<file path="config.mk">
export PLATFORM = sky130hd
export DESIGN_NAME = serial_line_buffer_controller_flat
export DESIGN_NICKNAME = d
export VERILOG_FILES = /design/src/rtl/slbc_pkg.sv /design/src/rtl/slbc_req_if.sv /design/src/rtl/slbc_rsp_if.sv /design/src/rtl/serial_line_buffer_controller.sv /design/src/rtl/slbc_ram.sv /design/src/flat_wrapper.sv
export SDC_FILE = /design/constraint.sdc
export NUM_CORES = 1
export LEC_CHECK = 0
export ABC_AREA = 1
export CORE_MARGIN = 5
export CORE_UTILIZATION = 50
export DETAILED_ROUTE_END_ITERATION = 12
export DONT_BUFFER_PORTS = 1
export GPL_TIMING_DRIVEN = 1
export MAX_ROUTING_LAYER = met4
export PLACE_DENSITY = 0.66
export SLEW_MARGIN = 10
export SYNTH_ARGS = -nofsm -noshare
export SYNTH_HDL_FRONTEND = slang
export SYNTH_SLANG_ARGS = --single-unit
</file>
<file path="constraint.sdc">
create_clock -name clock -period 3.1 [get_ports clock]
set_clock_uncertainty 0.05 [all_clocks]
set_input_delay 0.155 -clock clock [delete_from_list [all_inputs] [get_ports clock]]
set_output_delay 0.155 -clock clock [all_outputs]
set_load 0.01 [all_outputs]
</file>
<file path="src/rtl/slbc_pkg.sv">
// Shared types, constants and helpers for the serial line buffer controller.
package slbc_pkg;

   // Ring geometry and counter widths
   localparam int RING_DEPTH = 64;
   localparam int RING_AW    = $clog2(RING_DEPTH);
   localparam int FILL_W     = RING_AW + 1;
   localparam int CNT_W      = 6;
   localparam int BYTE_W     = 8;
   localparam int KIND_W     = 4;

   localparam logic [CNT_W-1:0]  MAX_REQUEST = CNT_W'(63);
   localparam logic [BYTE_W-1:0] CR_BYTE     = 8'h0D;

   typedef enum logic [1:0] {
      OP_RX_BYTE  = 2'd0,
      OP_READ     = 2'd1,
      OP_WRITE    = 2'd2,
      OP_TX_READY = 2'd3
   } opcode_type;

   typedef enum logic [KIND_W-1:0] {
      K_BYTE    = 4'd0,
      K_RDONE   = 4'd1,
      K_RPEND   = 4'd2,
      K_BUF     = 4'd3,
      K_DROP    = 4'd4,
      K_TX      = 4'd5,
      K_WDONE   = 4'd6,
      K_BUSY    = 4'd7,
      K_CLOSED  = 4'd8,
      K_IGNORED = 4'd9
   } kind_type;

   typedef enum logic [1:0] {
      MODE_IDLE  = 2'd0,
      MODE_READ  = 2'd1,
      MODE_WRITE = 2'd2
   } mode_type;

   typedef enum logic [1:0] {
      S_IDLE  = 2'd0,
      S_DRAIN = 2'd1,
      S_FETCH = 2'd2,
      S_RDONE = 2'd3
   } state_type;

   // Saturate a request count to the largest transfer
   function automatic logic [CNT_W-1:0] clamp_count(input logic [CNT_W-1:0] c);
      clamp_count = (c > MAX_REQUEST) ? MAX_REQUEST : c;
   endfunction

endpackage

</file>
<file path="src/rtl/slbc_req_if.sv">
// Request channel interface: opcode, data byte and count with valid/ready.
interface slbc_req_if import slbc_pkg::*; ();
   logic                valid;
   logic                ready;
   logic [1:0]          opcode;
   logic [BYTE_W-1:0]   data_byte;
   logic [CNT_W-1:0]    request_count;

   modport source (output valid, opcode, data_byte, request_count, input ready);
   modport sink   (input valid, opcode, data_byte, request_count, output ready);
endinterface

</file>
<file path="src/rtl/slbc_rsp_if.sv">
// Response channel interface: result kind, byte, count and last flag with valid/ready.
interface slbc_rsp_if import slbc_pkg::*; ();
   logic                valid;
   logic                ready;
   logic [KIND_W-1:0]   kind;
   logic [BYTE_W-1:0]   out_byte;
   logic [CNT_W-1:0]    done_count;
   logic                last;

   modport source (output valid, kind, out_byte, done_count, last, input ready);
   modport sink   (input valid, kind, out_byte, done_count, last, output ready);
endinterface

</file>
<file path="src/rtl/serial_line_buffer_controller.sv">
// Serial line buffer controller: receive ring, line reads and counted writes.
//
// Usage:
//   req_ch carries one request per valid/ready handshake: a received byte,
//   a read request, a write request or a transmitter-ready event.
//   rsp_ch returns one or more results per request; the final one has last=1.
//   csr_we/csr_wdata write the port-open bit; writing 1 to a closed port
//   empties the ring and returns the transfer to idle.
// Sequencing:
//   Most requests give their single result in the cycle after acceptance. A
//   received byte that completes a read gives two results: the byte, then
//   the read-done result. A read request drains the ring through one RAM
//   read port: each ring byte is read in S_DRAIN and issued from S_FETCH,
//   and a closing result follows. req_ch.ready stays low until the last
//   result of the current request has been issued.
// Reset: synchronous, active high; the port is closed, the ring empty and
//   the transfer idle. Ring contents are not cleared.
// Stalls: results sit in one output register; while a result waits with
//   rsp_ch.ready low, no further result is issued and no new request is taken.
module serial_line_buffer_controller import slbc_pkg::*; (
   input  logic             clock,
   input  logic             reset,
   input  logic             csr_we,
   input  logic             csr_wdata,
   slbc_req_if.sink         req_ch,
   slbc_rsp_if.source       rsp_ch
);

   state_type          state_ff, state_in;
   mode_type           mode_ff, mode_in;
   logic               open_ff, open_in;
   logic [RING_AW-1:0] head_ff, head_in;
   logic [RING_AW-1:0] tail_ff, tail_in;
   logic [FILL_W-1:0]  fill_ff, fill_in;
   logic [CNT_W-1:0]   wanted_ff, wanted_in;
   logic [CNT_W-1:0]   moved_ff, moved_in;

   logic               rsp_valid_ff, rsp_valid_in;
   kind_type           rsp_kind_ff, rsp_kind_in;
   logic [BYTE_W-1:0]  rsp_byte_ff, rsp_byte_in;
   logic [CNT_W-1:0]   rsp_count_ff, rsp_count_in;
   logic               rsp_last_ff, rsp_last_in;

   logic               slot_free;
   logic               ram_wr_en;
   logic               ram_rd_en;
   logic [BYTE_W-1:0]  ram_rd_data;

   // Ring storage
   slbc_ram #(
      .WIDTH (BYTE_W),
      .DEPTH (RING_DEPTH)
   ) u_ring (
      .clock   (clock),
      .wr_en   (ram_wr_en),
      .wr_addr (head_ff),
      .wr_data (req_ch.data_byte),
      .rd_en   (ram_rd_en),
      .rd_addr (tail_ff),
      .rd_data (ram_rd_data)
   );

   assign slot_free    = !rsp_valid_ff || rsp_ch.ready;
   assign req_ch.ready = (state_ff == S_IDLE) && slot_free;

   assign rsp_ch.valid      = rsp_valid_ff;
   assign rsp_ch.kind       = rsp_kind_ff;
   assign rsp_ch.out_byte   = rsp_byte_ff;
   assign rsp_ch.done_count = rsp_count_ff;
   assign rsp_ch.last       = rsp_last_ff;

   // Control registers
   always_ff @(posedge clock) begin
      if (reset) begin
         state_ff     <= S_IDLE;
         mode_ff      <= MODE_IDLE;
         open_ff      <= 1'b0;
         head_ff      <= '0;
         tail_ff      <= '0;
         fill_ff      <= '0;
         wanted_ff    <= '0;
         moved_ff     <= '0;
         rsp_valid_ff <= 1'b0;
      end else begin
         state_ff     <= state_in;
         mode_ff      <= mode_in;
         open_ff      <= open_in;
         head_ff      <= head_in;
         tail_ff      <= tail_in;
         fill_ff      <= fill_in;
         wanted_ff    <= wanted_in;
         moved_ff     <= moved_in;
         rsp_valid_ff <= rsp_valid_in;
      end
   end

   // Result payload register
   always_ff @(posedge clock) begin
      rsp_kind_ff  <= rsp_kind_in;
      rsp_byte_ff  <= rsp_byte_in;
      rsp_count_ff <= rsp_count_in;
      rsp_last_ff  <= rsp_last_in;
   end

   // Sequencer: decode requests, drain ring, issue results
   always_comb begin
      logic [CNT_W-1:0] moved_inc;
      logic [CNT_W-1:0] req_cnt;

      moved_inc = moved_ff + CNT_W'(1);
      req_cnt   = clamp_count(req_ch.request_count);

      state_in     = state_ff;
      mode_in      = mode_ff;
      open_in      = open_ff;
      head_in      = head_ff;
      tail_in      = tail_ff;
      fill_in      = fill_ff;
      wanted_in    = wanted_ff;
      moved_in     = moved_ff;
      rsp_valid_in = rsp_valid_ff && !rsp_ch.ready;
      rsp_kind_in  = rsp_kind_ff;
      rsp_byte_in  = rsp_byte_ff;
      rsp_count_in = rsp_count_ff;
      rsp_last_in  = rsp_last_ff;
      ram_wr_en    = 1'b0;
      ram_rd_en    = 1'b0;

      unique case (state_ff)
         S_IDLE: begin
            if (req_ch.valid && req_ch.ready) begin
               // every request gives at least one result here or later
               rsp_byte_in  = '0;
               rsp_count_in = '0;
               rsp_last_in  = 1'b1;
               unique case (opcode_type'(req_ch.opcode))
                  OP_RX_BYTE: begin
                     rsp_valid_in = 1'b1;
                     if (!open_ff) begin
                        rsp_kind_in = K_IGNORED;
                     end else if (mode_ff == MODE_READ) begin
                        if (req_ch.data_byte == CR_BYTE) begin
                           mode_in      = MODE_IDLE;
                           rsp_kind_in  = K_RDONE;
                           rsp_count_in = moved_ff;
                        end else begin
                           moved_in     = moved_inc;
                           rsp_kind_in  = K_BYTE;
                           rsp_byte_in  = req_ch.data_byte;
                           rsp_count_in = moved_inc;
                           if (moved_inc >= wanted_ff) begin
                              rsp_last_in = 1'b0;
                              state_in    = S_RDONE;
                           end
                        end
                     end else if (fill_ff >= FILL_W'(RING_DEPTH)) begin
                        rsp_kind_in = K_DROP;
                     end else begin
                        // push into ring
                        ram_wr_en   = 1'b1;
                        head_in     = (head_ff == RING_AW'(RING_DEPTH - 1)) ?
                                      '0 : head_ff + RING_AW'(1);
                        fill_in     = fill_ff + FILL_W'(1);
                        rsp_kind_in = K_BUF;
                     end
                  end
                  OP_READ, OP_WRITE: begin
                     if (!open_ff) begin
                        rsp_valid_in = 1'b1;
                        rsp_kind_in  = K_CLOSED;
                     end else if (mode_ff != MODE_IDLE) begin
                        rsp_valid_in = 1'b1;
                        rsp_kind_in  = K_BUSY;
                     end else if (opcode_type'(req_ch.opcode) == OP_READ) begin
                        wanted_in = req_cnt;
                        moved_in  = '0;
                        state_in  = S_DRAIN;
                     end else begin
                        wanted_in    = req_cnt;
                        rsp_valid_in = 1'b1;
                        if (req_cnt == '0) begin
                           moved_in    = '0;
                           rsp_kind_in = K_WDONE;
                        end else begin
                           moved_in     = CNT_W'(1);
                           mode_in      = MODE_WRITE;
                           rsp_kind_in  = K_TX;
                           rsp_byte_in  = req_ch.data_byte;
                           rsp_count_in = CNT_W'(1);
                        end
                     end
                  end
                  OP_TX_READY: begin
                     rsp_valid_in = 1'b1;
                     if (!open_ff || mode_ff != MODE_WRITE) begin
                        rsp_kind_in = K_IGNORED;
                     end else if (moved_ff < wanted_ff) begin
                        moved_in     = moved_inc;
                        rsp_kind_in  = K_TX;
                        rsp_byte_in  = req_ch.data_byte;
                        rsp_count_in = moved_inc;
                     end else begin
                        mode_in      = MODE_IDLE;
                        rsp_kind_in  = K_WDONE;
                        rsp_count_in = moved_ff;
                     end
                  end
                  default: begin
                     rsp_valid_in = 1'b1;
                     rsp_kind_in  = K_IGNORED;
                  end
               endcase
            end
         end

         S_DRAIN: begin
            if (fill_ff != '0 && moved_ff < wanted_ff) begin
               // fetch next ring byte
               ram_rd_en = 1'b1;
               state_in  = S_FETCH;
            end else if (slot_free) begin
               rsp_valid_in = 1'b1;
               rsp_byte_in  = '0;
               rsp_count_in = moved_ff;
               rsp_last_in  = 1'b1;
               state_in     = S_IDLE;
               if (moved_ff >= wanted_ff) begin
                  mode_in     = MODE_IDLE;
                  rsp_kind_in = K_RDONE;
               end else begin
                  mode_in     = MODE_READ;
                  rsp_kind_in = K_RPEND;
               end
            end
         end

         S_FETCH: begin
            if (slot_free) begin
               // pop the fetched byte
               tail_in      = (tail_ff == RING_AW'(RING_DEPTH - 1)) ?
                              '0 : tail_ff + RING_AW'(1);
               fill_in      = fill_ff - FILL_W'(1);
               rsp_valid_in = 1'b1;
               if (ram_rd_data == CR_BYTE) begin
                  mode_in      = MODE_IDLE;
                  rsp_kind_in  = K_RDONE;
                  rsp_byte_in  = '0;
                  rsp_count_in = moved_ff;
                  rsp_last_in  = 1'b1;
                  state_in     = S_IDLE;
               end else begin
                  moved_in     = moved_inc;
                  rsp_kind_in  = K_BYTE;
                  rsp_byte_in  = ram_rd_data;
                  rsp_count_in = moved_inc;
                  rsp_last_in  = 1'b0;
                  state_in     = S_DRAIN;
               end
            end
         end

         S_RDONE: begin
            if (slot_free) begin
               mode_in      = MODE_IDLE;
               rsp_valid_in = 1'b1;
               rsp_kind_in  = K_RDONE;
               rsp_byte_in  = '0;
               rsp_count_in = moved_ff;
               rsp_last_in  = 1'b1;
               state_in     = S_IDLE;
            end
         end

         default: begin
            state_in = S_IDLE;
         end
      endcase

      // Port-open register; opening a closed port empties the ring and drops any transfer
      if (csr_we) begin
         open_in = csr_wdata;
         if (csr_wdata && !open_ff) begin
            head_in   = '0;
            tail_in   = '0;
            fill_in   = '0;
            mode_in   = MODE_IDLE;
            wanted_in = '0;
            moved_in  = '0;
         end
      end
   end

   // Ring fill never exceeds its depth
   a_fill_bound: assert property (@(posedge clock) disable iff (reset)
      fill_ff <= FILL_W'(RING_DEPTH))
      else $error("ring fill above depth");

   // A pending read only exists with an empty ring
   a_read_empty: assert property (@(posedge clock) disable iff (reset)
      (state_ff == S_IDLE && mode_ff == MODE_READ) |-> (fill_ff == '0))
      else $error("read pending with bytes left in ring");

   // Active transfers never move more than requested
   a_moved_bound: assert property (@(posedge clock) disable iff (reset)
      (mode_ff != MODE_IDLE) |-> (moved_ff <= wanted_ff))
      else $error("transfer count beyond request");

   // An accepted request produces a result or starts the sequencer
   a_req_progress: assert property (@(posedge clock) disable iff (reset)
      (req_ch.valid && req_ch.ready) |=> (rsp_valid_ff || state_ff != S_IDLE))
      else $error("request accepted without progress");

   // Ring reads happen only while draining for a read request
   a_rd_drain: assert property (@(posedge clock) disable iff (reset)
      ram_rd_en |-> (fill_ff != '0 && moved_ff < wanted_ff))
      else $error("ring read outside a drain");

endmodule

</file>
<file path="src/rtl/slbc_ram.sv">
// Generic single-write, single-read RAM with registered read data.
module slbc_ram #(
   parameter int WIDTH = 8,
   parameter int DEPTH = 64
) (
   input  logic                     clock,
   input  logic                     wr_en,
   input  logic [$clog2(DEPTH)-1:0] wr_addr,
   input  logic [WIDTH-1:0]         wr_data,
   input  logic                     rd_en,
   input  logic [$clog2(DEPTH)-1:0] rd_addr,
   output logic [WIDTH-1:0]         rd_data
);

   logic [WIDTH-1:0] mem [DEPTH];

   // Write port and registered read port
   always_ff @(posedge clock) begin
      if (wr_en) begin
         mem[wr_addr] <= wr_data;
      end
      if (rd_en) begin
         rd_data <= mem[rd_addr];
      end
   end

endmodule

</file>
<file path="src/flat_wrapper.sv">
// flat-port wrapper written by rule: the top's interface ports become plain ports
module serial_line_buffer_controller_flat import slbc_pkg::*;
  (clock, reset, csr_we, csr_wdata, req_ch_valid, req_ch_opcode, req_ch_data_byte, req_ch_request_count, req_ch_ready, rsp_ch_valid, rsp_ch_kind, rsp_ch_out_byte, rsp_ch_done_count, rsp_ch_last, rsp_ch_ready);
  slbc_req_if req_ch_i ();
  slbc_rsp_if rsp_ch_i ();
  input  logic clock;
  input  logic reset;
  input  logic csr_we;
  input  logic csr_wdata;
  input wire logic [$bits(req_ch_i.valid)-1:0] req_ch_valid;
  input wire logic [$bits(req_ch_i.opcode)-1:0] req_ch_opcode;
  input wire logic [$bits(req_ch_i.data_byte)-1:0] req_ch_data_byte;
  input wire logic [$bits(req_ch_i.request_count)-1:0] req_ch_request_count;
  output wire logic [$bits(req_ch_i.ready)-1:0] req_ch_ready;
  output wire logic [$bits(rsp_ch_i.valid)-1:0] rsp_ch_valid;
  output wire logic [$bits(rsp_ch_i.kind)-1:0] rsp_ch_kind;
  output wire logic [$bits(rsp_ch_i.out_byte)-1:0] rsp_ch_out_byte;
  output wire logic [$bits(rsp_ch_i.done_count)-1:0] rsp_ch_done_count;
  output wire logic [$bits(rsp_ch_i.last)-1:0] rsp_ch_last;
  input wire logic [$bits(rsp_ch_i.ready)-1:0] rsp_ch_ready;
  assign req_ch_i.valid = req_ch_valid;
  assign req_ch_i.opcode = req_ch_opcode;
  assign req_ch_i.data_byte = req_ch_data_byte;
  assign req_ch_i.request_count = req_ch_request_count;
  assign req_ch_ready = req_ch_i.ready;
  assign rsp_ch_valid = rsp_ch_i.valid;
  assign rsp_ch_kind = rsp_ch_i.kind;
  assign rsp_ch_out_byte = rsp_ch_i.out_byte;
  assign rsp_ch_done_count = rsp_ch_i.done_count;
  assign rsp_ch_last = rsp_ch_i.last;
  assign rsp_ch_i.ready = rsp_ch_ready;
  serial_line_buffer_controller u_core (.clock(clock), .reset(reset), .csr_we(csr_we), .csr_wdata(csr_wdata), .req_ch(req_ch_i), .rsp_ch(rsp_ch_i));
endmodule
</file>
**Yosys cells after proc, flatten, opt, wreduce, memory -nomap -nowiden**

Memory sizes are Yosys's and may differ from the RTL's. A register that Yosys moved wholly into a read port is not among the register bits.
Index checks and enable logic that the tools add are counted.

- Memories kept: 1
- Bits in writable memories: 512
- Output and inout bits: 21
- Input port bits: 22
- Bits in registers: 56

- $add $sub $neg: 5
- Reduce and logical (&&, ||, !) cells: 21
- Equal/unequal tests: 26
- Multiplexer cells: 156
- $lt $le $gt $ge: 5

Memories:

| name | words | bits a word | read ports | clocked after Yosys merged registers in | wr ports | line | source |
|---|---|---|---|---|---|---|---|
| u_core.u_ring.mem | 64 | 8 | 1 | 1 | 1 | slbc_ram.sv:15 | `logic [WIDTH-1:0] mem [DEPTH];` |

Operator list:

| operator | count |
|---|---|
| $mux W6 | 44 |
| $mux W8 | 14 |
| $mux W2 | 31 |
| $mux W7 | 8 |
| $mux W4 | 11 |
| $pmux W6 S3 | 2 |
| $pmux W8 S4 | 1 |
| $mux W1 | 31 |
| $pmux W6 S4 | 1 |
| $pmux W8 S3 | 1 |
| $add A6 B1 Y6 const B | 3 |
| $ne A3 B3 Y1 const B | 6 |
| $eq A8 B4 Y1 const B | 2 |
| $pmux W2 S4 | 2 |
| $pmux W4 S4 | 1 |
| $pmux W7 S2 | 1 |
| $eq A6 B6 Y1 const B | 2 |
| $ge A6 B6 Y1 | 2 |
| $pmux W4 S3 | 1 |
| $pmux W6 S2 | 1 |
| $reduce_and A10 Y1 | 1 |
| $eq A2 B2 Y1 const B | 4 |
| $add A7 B1 Y7 const B | 1 |
| $ge A7 B7 Y1 const B | 1 |
| 24 further kinds | 41 |

**Logic depth before layout (Yosys ltp)**

- Depth in word-level cells: 12
- Depth in mapped cells: 17
- Depth with buffers taken out: 16

**By module**

From an unflattened synthesis, not the netlist that was laid out.

- Cells, all modules: 2,415
- Area total of the unflattened synthesis: 25,415.6 um^2

By module, submodules not included:

| module | sequential area each (um^2) | cells each | area an instance (um^2) | instances |
|---|---|---|---|---|
| slbc_ram | 15,615.0 | 1,822 | 21,371.7 | 1 |
| serial_line_buffer_controller | 1,311.3 | 593 | 4,043.9 | 1 |

**Least setup slack after synthesis**

OpenSTA, ideal clock, no wires.

- Path kind: register -> register
- From: register u_core.moved_ff[0]
- To: register u_core.rsp_count_ff[0], in the netlist u_core.rsp_ch.done_count[0], enable pin
- Data arrival time: 2,028 ps
- Setup time: 384 ps
- Path buffers: 0
- Cell stages (with the launch flop): 14
- Path slack: 638 ps
- Path through: dfxtp_1 > inv_2 > ha_1 > inv_1 > nand2_1 > nand2_1 > nand2_1 > inv_1 > nor2_4 > nand2_1 > nor2_2 > inv_1 > nand2_1 > nor2_1

- Cells in the longest elaborated chain, start to end: 4

RTL lines:

| what | line | source |
|---|---|---|
| start, declared | serial_line_buffer_controller.sv:36 | `logic [CNT_W-1:0] moved_ff, moved_in;` |
| start signal, assigned | serial_line_buffer_controller.sv:92 | `moved_ff <= moved_in;` |
| $lt A6 B6 Y1 | serial_line_buffer_controller.sv:217 | `if (fill_ff != '0 && moved_ff < wanted_ff) begin` |
| $logic_and A1 B1 Y1 | serial_line_buffer_controller.sv:217 |  |
| $ne A2 B2 Y1 (no line) | - |  |
| $reduce_and A3 Y1 (no line) | - |  |
| end signal, assigned | serial_line_buffer_controller.sv:101 | `rsp_count_ff <= rsp_count_in;` |
| end, declared | serial_line_buffer_controller.sv:41 | `logic [CNT_W-1:0] rsp_count_ff, rsp_count_in;` |

No other way between the ends.
A chain may end at the register's enable or synchronous reset.

**Final worst setup path**

- From: register u_core.moved_ff[1]
- To: register u_core.state_ff[0]

- Cells in the longest elaborated chain, start to end: 4
- Elaborated cells between the ends (all ways): 8

RTL lines:

| what | line | source |
|---|---|---|
| $add A6 B1 Y6 / $lt A6 B6 Y1 (equally long branches) | serial_line_buffer_controller.sv:110, serial_line_buffer_controller.sv:217 |  |
| $ge A6 B6 Y1 / $logic_and A1 B1 Y1 (equally long branches) | serial_line_buffer_controller.sv:151, serial_line_buffer_controller.sv:217 |  |
| $ne A3 B3 Y1 (no line) / $mux W2 (equally long branches) | - |  |
| $reduce_and A10 Y1 (no line) / $pmux W2 S4 (equally long branches) | - |  |
| end signal, assigned | serial_line_buffer_controller.sv:85 | `state_ff <= state_in;` |
| end, declared | serial_line_buffer_controller.sv:29 | `state_type state_ff, state_in;` |

Parallel ways exist; a longest one is shown, timed or not.

==> reports/metrics.cfg <==
[floorplanning]
die_area_sq_um=54050
row_count=81
core_sq_um=48950
die_w_microns=232.5
start_util=0.5056
io_pins=43
die-height_microns=232.5

[setup_path]
crit_chain=ha_2, nand4_1, nand2_1, inv_1, ha_1, nand2_1, inv_1, a21oi_1, nand3_1, nand2_1, nand2_1, nand2_1, nand2_1, nand2_1, dlygate4sd3_1, nor3_1
path_max_fanout=9
crit_buf_inv=3
crit_arrival_ns=3.31
cp-start-kind=register
path_class=reg2reg
cpMaxStageDelayCell=dlygate4sd3_1
max_stage_delay_ns=0.55
cp-end-kind=register
path_delay_family=simple AND/OR/NAND/NOR gates
path_common_cell=nand2_1
required_ns=3.56

[sta]
slew_headroom=0.4183
tightest_slew_ns=0.8694
grt_setup_unrepaired=false
worst_slack_ns=0.2420
final_max_slew_viol_count=0
tns_ns=0
period_minus_slack_ns=2.858
hold-worst-slack_ns=0.09017
period_share=0.9219
setup-violations-final=0
max_freq_mhz=349.9
hold_viol=0

[global_route]
grt_max_degree=96
antenna_found_initial=6
track_usage=0.2516
grt_pass1_wl_microns=100900
grt_pass1_vias=16700
gr-total-overflow=0

[synthesis]
synthSimpleGateAreaFrac=0.1439
muxShareOfSynthArea=0
synth_top_family_by_area=simple AND/OR/NAND/NOR gates
ys_seq_area_frac=0.6839
synth-compound-area-share=0.1178
synth_edf_count=539
async_flop_share=0
synth-main-ff-cell=edfxtp_1
synth-seq-cells=576
synth-xor-area-share=0.001769
ys_types=47
synthAdderAreaFrac=0.01213
syn_inst=2202
syn_area_per_cell_sq_um=11.24
ys_warn_count=0
syn-num-nets=2248
syn-cell-area_sq_um=24750

[placed_design]
dpl.cell_count=2850
gp_congestion=0.9208
place_ws_ns=0.4956
place.detailed.hpwl_microns=39240
io_buffers=0
place_area_sq_um=25880

[clock_tree]
cts_buffer_depth=3
cts_made_buffers=59
clkTransAtPathRegs_ns=0.06
cts_root_buf=clkbuf_16
cts_tree=yes
clkSinkCount=576
cts.htree.levels=2
clk_latency_ns=0.63

[layout]
fin_cells=3001
nets=2326
fillerInstances=4049
design_area_sq_um=28290
areaGrowthSynthToFinish_pct=14.32
drive_gt1_frac=0.1023
fin_util=0.5780

[route]
avgViaCountPerCell=5.796
firstDrtPassIters=6
drtIter0Drc=1812
routed_wirelength_microns=66890
wl_per_cell_microns=22.29
drc_errors=0
ant_nets=0
vias=17400

[power]
leakagePower_nw=9.845
power.total_mw=16.47
ir_worst_vdd_v=0.0004251
power_density_nw_per_um2=582.0

[run_status]
status=completed

[run]
cap_violations=0

[min_path]
min_path_type=in2reg

==> cell type report <==
type | instances | area [sq um] | area share
flip-flops and latches | 576 | 16950 | 0.5989
repair buffers | 137 | 1351 | 0.04776
clock buffers | 69 | 1514 | 0.05351
inverters | 108 | 410.4 | 0.01450
well taps | 664 | 830.8 | 0.02936
diodes | 10 | 25.02 | 0.0008844
multi-input cells | 1398 | 6827 | 0.2413
clock inverters | 39 | 390.4 | 0.01380
==> layer usage <==
layer,part of all wire,up-vias,GRT usage
li1,-,8073,-
met1,0.41,8450,0.3284
met2,0.48,721,0.3949
met3,0.079,151,0.05638
met4,0.032,0,0.08603
met5,0,-,-
==> where the power goes <==
part | switching [mW] | internal, mW
combinational | 0.606 | 0.249
clock | 2.94 | 4.06
sequential | 0.0591 | 8.55
total | 3.60 | 12.9
==> logic make-up (layout without fill, tap and decap cells) <==
kind of cell	count (synthesis)	count (layout)
AO/OA/AOI/OAI	517	517
flip-flops	576	576
buffers and inverters	228	353
adder cells (fa/ha/maj)	24	24
AND/OR/NAND/NOR	852	852
other	0	10
XOR/XNOR	5	5
==> repair_timing <==
item,CTS,global route
setup buffers,0,0
hold endpoints to repair,543,0
hold buffers,33,0
endpoints found under the setup margin,0,1
gates resized for setup,0,8
==> worst paths after layout <==
check | startpoint | end | slack [ns] | cells past startpoint
max | u_core.moved_ff[1] | u_core.state_ff[0] | 0.24 | 16
min | req_ch_opcode[0] | u_core.state_ff[1] | 0.09 | 7
max reg2reg | u_core.moved_ff[1] | u_core.state_ff[0] | 0.24 | 16
min reg2reg | u_core.wanted_ff[5] | u_core.wanted_ff[5] | 0.47 | 2
==> cells in the final DEF (no fill, tap or decap), types with 15 or more instances in the layout <==
cell and count:
nand2_1 260, dlygate4sd3_1 25, o211ai_1 63, inv_1 98, o22ai_1 68, clkbuf_16 59
o21ai_0 303, nand4_1 18, buf_4 96, clkinv_1 15, ha_1 23, edfxtp_1 539
nor2_1 416, a21oi_1 50, dfxtp_1 29, nand3_1 116
==> Yosys cell counts, types with 2 or more instances <==
cell        n  area, sq um
o21ai_1     8        40.04
nor2_2      2        12.51
or2_2       3        18.77
o21ai_0   303         1516
nand2_4     2        22.52
ha_1       24        300.3
dfxtp_1    37        740.7
a21oi_1    50        250.2
o22ai_1    68        425.4
inv_2       7        26.28
buf_4      10        75.07
a31oi_1     4        25.02
xor2_1      4        35.03
nand2_2     2        12.51
buf_6       4        45.04
buf_2      61        305.3
clkbuf_1   39        146.4
nand3_1   116        580.6
buf_1       4        15.01
edfxtp_1  539        16190
inv_1      99        371.6
clkinv_1    2        7.510
nand3_2     2        20.02
o221ai_1    7        61.31
o211ai_1   63        473.0
nor2_4      7        78.83
nand3b_1    2        15.01
nor3b_1     2        15.01
nor3_1     12        60.06
a221oi_1    2        17.52
a211oi_1    2        15.01
nand2_1   260        975.9
nor2_1    417         1565
a32o_1      5        50.05
nand4_1    18        112.6
o21ai_2     2        17.52
or2_0       2        12.51
clkbuf_2    2        10.01
==> registers in the layout, indices dropped and copies added (netlist names), 2 cells and up <==
register	cells
u_core.u_ring.mem	512
u_core.fill_ff	7
u_core.moved_ff	6
u_core.mode_ff	2
u_core.tail_ff	6
u_core.state_ff	2
u_core.rsp_ch.kind	4
u_core.rsp_ch.done_count	6
u_core.head_ff	6
u_core.u_ring.rd_data	8
u_core.rsp_ch.out_byte	8
u_core.wanted_ff	6
==> worst min-delay path, cell delays in order <==
cell and delay, ns:
inv_1 0.08, ha_1 0.15, nor3b_1 0.05, nand2_1 0.07, nand2_1 0.08, nand3_1 0.08, a21oi_1 0.05
Note: power is estimated with default switching activity, not from simulation.
